`config.mk`:
```
export PLATFORM = sky130hd
export DESIGN_NAME = smsd_ctrl
export DESIGN_NICKNAME = d
export VERILOG_FILES = /design/src/hw/rtl/assert_macros.svh /design/src/hw/rtl/smsd_pkg.sv /design/src/hw/rtl/smsd_ctrl.sv
export SDC_FILE = /design/constraint.sdc
export NUM_CORES = 1
export LEC_CHECK = 0
export ABC_AREA = 1
export CORE_MARGIN = 2
export CORE_UTILIZATION = 36
export DETAILED_ROUTE_END_ITERATION = 8
export DONT_BUFFER_PORTS = 1
export PLACE_DENSITY_LB_ADDON = 0.05
export SYNTH_ARGS = -nofsm -noshare
export SYNTH_HDL_FRONTEND = slang
export SYNTH_SLANG_ARGS = --single-unit
```
`constraint.sdc`:
```
create_clock -name clk -period 1.7 [get_ports clk]
set_input_delay 0.085 -clock clk [delete_from_list [all_inputs] [get_ports clk]]
set_output_delay 0.085 -clock clk [all_outputs]
set_load 0.03 [all_outputs]
```
`src/hw/rtl/assert_macros.svh`:
```
// Assertion helpers used by the RTL
`ifndef ASSERT_MACROS_SVH
`define ASSERT_MACROS_SVH

// property a implies b in the same cycle
`define ASSERT_IMPLIES(label, clk, rst, a, b) \
  label: assert property (@(posedge clk) disable iff (rst) (a) |-> (b)) \
    else $error("assertion failed");

// property a implies b in the next cycle
`define ASSERT_NEXT(label, clk, rst, a, b) \
  label: assert property (@(posedge clk) disable iff (rst) (a) |=> (b)) \
    else $error("assertion failed");

`endif

```
`src/hw/rtl/smsd_pkg.sv`:
```
`default_nettype none
package smsd_pkg;
  localparam int MEAN_W = 24;
  localparam int SD_W   = 24;
  localparam int CNT_W  = 11;
  localparam int SSD_W  = 64;

  localparam logic [1:0] STAT_OK     = 2'd0;
  localparam logic [1:0] STAT_SINGLE = 2'd1;
  localparam logic [1:0] STAT_DROP   = 2'd2;

  // controller -> datapath commands
  typedef struct packed {
    logic load;       // store and sum an accepted item
    logic div_start;  // start a division
    logic div_sel;    // 0: mean division, 1: variance division
    logic take_mean;  // latch mean quotient
    logic rd_issue;   // read address pidx
    logic acc;        // accumulate squared deviation from memory data
    logic acc_clr;
    logic sqrt_start;
    logic take_result;
    logic clr_block;
  } smsd_cmd_t;

  typedef struct packed {
    logic div_done;
    logic sqrt_done;
    logic pass_end;   // last address issued
    logic single;     // stored count <= 1
  } smsd_stat_t;
endpackage
`default_nettype wire

```
`src/hw/rtl/smsd_ctrl.sv`:
```
`default_nettype none
module smsd_ctrl (
  input  wire logic                 clk,
  input  wire logic                 rst,
  input  wire logic                 in_fire,
  input  wire logic                 in_last,
  output logic                      in_ready,
  output logic                      out_valid,
  input  wire logic                 out_ready,
  output smsd_pkg::smsd_cmd_t       cmd,
  input  wire smsd_pkg::smsd_stat_t stat
);
  import smsd_pkg::*;
  typedef enum logic [9:0] {
    S_LOAD  = 10'b0000000001,
    S_MST   = 10'b0000000010,
    S_MDIV  = 10'b0000000100,
    S_PASS  = 10'b0000001000,
    S_DRAIN = 10'b0000010000,
    S_DRN2  = 10'b0000100000,
    S_VDIV  = 10'b0001000000,
    S_SQRT  = 10'b0010000000,
    S_RES   = 10'b0100000000,
    S_OUT   = 10'b1000000000
  } state_t;

  state_t state, state_next;
  logic   acc_v, acc_v2;

  assign in_ready  = (state == S_LOAD);
  assign out_valid = (state == S_OUT);

  always_comb begin
    state_next = state;
    cmd = '0;
    cmd.load = in_fire;
    cmd.acc  = acc_v2;
    unique case (state)
      S_LOAD: if (in_fire && in_last) begin
        state_next = S_MST;
      end
      // sum and count now include the last item
      S_MST: begin
        cmd.div_start = 1'b1;
        state_next    = S_MDIV;
      end
      S_MDIV: if (stat.div_done) begin
        cmd.take_mean = 1'b1;
        cmd.acc_clr   = 1'b1;
        state_next    = S_PASS;
      end
      S_PASS: begin
        cmd.rd_issue = 1'b1;
        if (stat.pass_end) state_next = S_DRAIN;
      end
      S_DRAIN: state_next = S_DRN2;
      S_DRN2: if (!acc_v2) begin
        cmd.div_start = 1'b1;
        cmd.div_sel   = 1'b1;
        state_next    = S_VDIV;
      end
      S_VDIV: begin
        cmd.div_sel = 1'b1;
        if (stat.div_done) begin
          cmd.sqrt_start = 1'b1;
          state_next     = S_SQRT;
        end
      end
      S_SQRT: if (stat.sqrt_done) state_next = S_RES;
      S_RES: begin
        cmd.take_result = 1'b1;
        cmd.clr_block   = 1'b1;
        state_next      = S_OUT;
      end
      S_OUT: if (out_ready) state_next = S_LOAD;
      default: state_next = S_LOAD;
    endcase
  end

  // read issue -> registered RAM data -> registered square -> accumulate
  always_ff @(posedge clk) begin
    if (rst) begin
      state  <= S_LOAD;
      acc_v  <= 1'b0;
      acc_v2 <= 1'b0;
    end else begin
      state  <= state_next;
      acc_v  <= cmd.rd_issue;
      acc_v2 <= acc_v;
    end
  end
endmodule
`default_nettype wire

```
==> flow_summary_export.csv <==
group,metric,value,unit
timing,post-route-period-util,94.5,%
final_layout,stdcell_count,162,
power,clkPwrFrac,12.9,%
die,io_pins,21,
placed_design,portBuffers,0,
timing,slew-limit-headroom,74.0,%
detailed_routing,vias,750,
synthesis,synth_cells,127,
critical_path,required,1.93,ns
synthesis,synth_top_area_cell,"dfxtp_1",
synthesis,ys_seq_area_share,27.6,%
cts,cts_inserted_buffers,3,
synthesis,synthTopCellsByCount,"inv_1, nand2_1, nor2_1, dfxtp_1, nor2_2",
die,start_util,38.6,%
die,die_width,53.1,um
outcome,outcome,"complete, no violations",
placed_design,hpwlAfterDp,1480,um
synthesis,ys_ff_latch,12,
power,ir_worst_vdd,0.919,mV
cts,cts_tree,"yes",
critical_path,cp-start-kind,"flip-flop",
synthesis,async_flop_share,0,%
global_routing,grt_overflow_total,0,
detailed_routing,vias_per_cell,4.63,
critical_path,worstPathArrival,1.84,ns
timing,fin_skew,0.00655,ns
synthesis,netlist_area,870,um2
detailed_routing,drtPass1Iterations,4,
global_routing,grt_pass1_wl,3230,um
final_layout,diodes,0,
synthesis,ys_warn_count,0,
worst_hold_path,min_path_type,"input pin to flip-flop",
detailed_routing,wl,1910,um
synthesis,syn_nets,136,
final_layout,drive_gt1_share,34.3,%
critical_path,path_class,"flip-flop to flip-flop",
power,p_sw_share,51.1,%
cts,cts_max_level,1,
timing,min_period,1.61,ns
global_routing,grt_max_degree,9,
power,combPwrFrac,62.6,%
cts,clk_path_buf_depth,2,
critical_path,cp-end-kind,"flip-flop",
cts,root_buffer,"clkbuf_4",
synthesis,avgSynthCellArea,6.85,um2
final_layout,area_growth,13.8,%
detailed_routing,drtAntennaViolNets,0,
die,core,2250,um2
cts,clk_pin_slew_worst_paths,0.09,ns
cts,worstSkewPairLatency,0.28,ns
timing,maxSlewViolCount,0,
synthesis,synth_cell_types,22,
power,switching_power,0.960,mW
timing,tns,0,ns
run,max-cap-violations,0,
die,num_rows,17,
placed_design,dp_cells,156,
timing,max_freq,0.623,GHz
synthesis,synth-edff-count,0,
global_routing,antenna_found_initial,0,
synthesis,ys.flop_type,"dfxtp_1",
power,p_leak,0.500,nW
critical_path,cp_max_fo,6,
detailed_routing,wl_per_cell,11.8,um
detailed_routing,drc,0,
detailed_routing,drt-initial-drc-count,20,
cts,postCtsSetupRepairBufs,0,
power,intPower,0.918,mW
cts,clock-sinks,12,
timing,hold_violations,0,
synthesis,synth_area_leaders,"dfxtp_1, inv_1, nand2_1",
final_layout,nFillCells,270,
timing,rsz0062_at_grt,"no",
power,power.density,1900,nW/um2
placed_design,gp_congestion,0.764,
global_routing,grt_pass1_vias,683,
synthesis,yosysMostFrequentCell,"inv_1",
die,die_area,2820,um2
final_layout,layout.nets,144,
timing,setup_violations,0,
power,sequentialPowerShare,24.5,%
global_routing,grt_usage,16.7,%
synthesis,synth_top_area_share,27.6,%
timing,worst_pin_slew,0.389,ns
die,die_h,53.1,um
## critical path, cell delays in order, from the launching register on
cell and delay [ns]:
dfxtp_1 0.37, nor2_4 0.14, nand2_4 0.10, nor2_2 0.16, nand2_2 0.09, a21oi_2 0.14, dlygate4sd3_1 0.55
## stage by stage
stage | total power, mW | worst slack, ns | hold WS (ns) | utilization, % | instance area (um2)
finish | 1.88 | 0.0941 | 0.0407 | 43.9 | 990
global route | 2.06 | 0.00804 | 0.0369 | 43.9 | 990
CTS | 1.89 | 0.0637 | 0.0434 | 43.0 | 968
detailed placement | 1.64 | 0.237 | 0.158 | 40.5 | 912
global placement | 1.63 | 0.236 | 0.156 | 40.5 | 912
floorplan | 1.43 | 0.0872 | 0.154 | - | 870
## sequential cells by signal (all words and copies together) (netlist names)
signal and flops:
state 10, acc_v 1, acc_v2 1
## layout by cell type (no fill, tap or decap)
master	netlist	routed
a21oi_2	0	1
and3_1	1	1
buf_4	4	4
buf_6	0	1
clkbuf_4	0	3
clkbuf_8	0	1
dfxtp_1	12	9
dfxtp_2	0	3
dlygate4sd3_1	0	2
inv_1	23	22
inv_2	1	2
nand2_1	22	19
nand2_2	6	9
nand2_4	3	3
nand3_1	7	7
nand3_2	1	1
nand3_4	1	1
nand3b_1	1	1
nand3b_2	1	1
nand4_1	2	2
nor2_1	17	16
nor2_2	8	9
nor2_4	7	7
nor3_1	3	3
nor3b_1	1	1
nor4_1	2	2
o21bai_1	3	3
## timing repair
| action | 4_1_cts | 5_1_grt |
|---|---|---|
| gates resized for setup | 0 | 10 |
| setup endpoints to repair | 0 | 6 |
| hold endpoints to repair | 4 | 0 |
| hold buffers | 2 | 0 |
## metal layers
layer	vias to the layer above	GRT usage, %	part of all wire, %
met4	0	5.13	0.68
met5	-	0	0
li1	398	-	-
met3	2	7.34	6.3
met2	17	25.4	46
met1	333	20.9	47
## layout make-up
cell class                 instances  area (um2)  area share, %
inverter                          24        90.1           9.10
multi-input combinational         87         523           52.8
clock buffer                       4        36.3           3.67
timing repair buffer               7        61.3           6.19
tap                               28        35.0           3.54
sequential                        12         244           24.7
## worst paths after layout
path	slack (ns)	from	endpoint	depth (start not counted)
max	0.09	state[7]	state[9]	6
min reg2reg	0.41	acc_v	acc_v2	2
min	0.04	in_last	state[0]	3
max reg2reg	0.09	state[7]	state[9]	6
## power groups by stage
stage	Combinational, mW	Clock [mW]	Sequential, mW
6_report	1.18	0.242	0.460
5_1_grt	1.31	0.278	0.471
4_1_cts	1.19	0.251	0.453
3_5_place_dp	1.18	0	0.459
3_3_place_gp	1.18	0	0.457
2_1_floorplan	0.983	0	0.443
## logic make-up after synthesis
logic type      count (synthesis)  synth area share [%]
simple gates                   83                  55.4
flops                          12                  27.6
compound gates                  4                  3.16
buf+inv                        28                  13.8
Power figures use the tool's default switching activity.
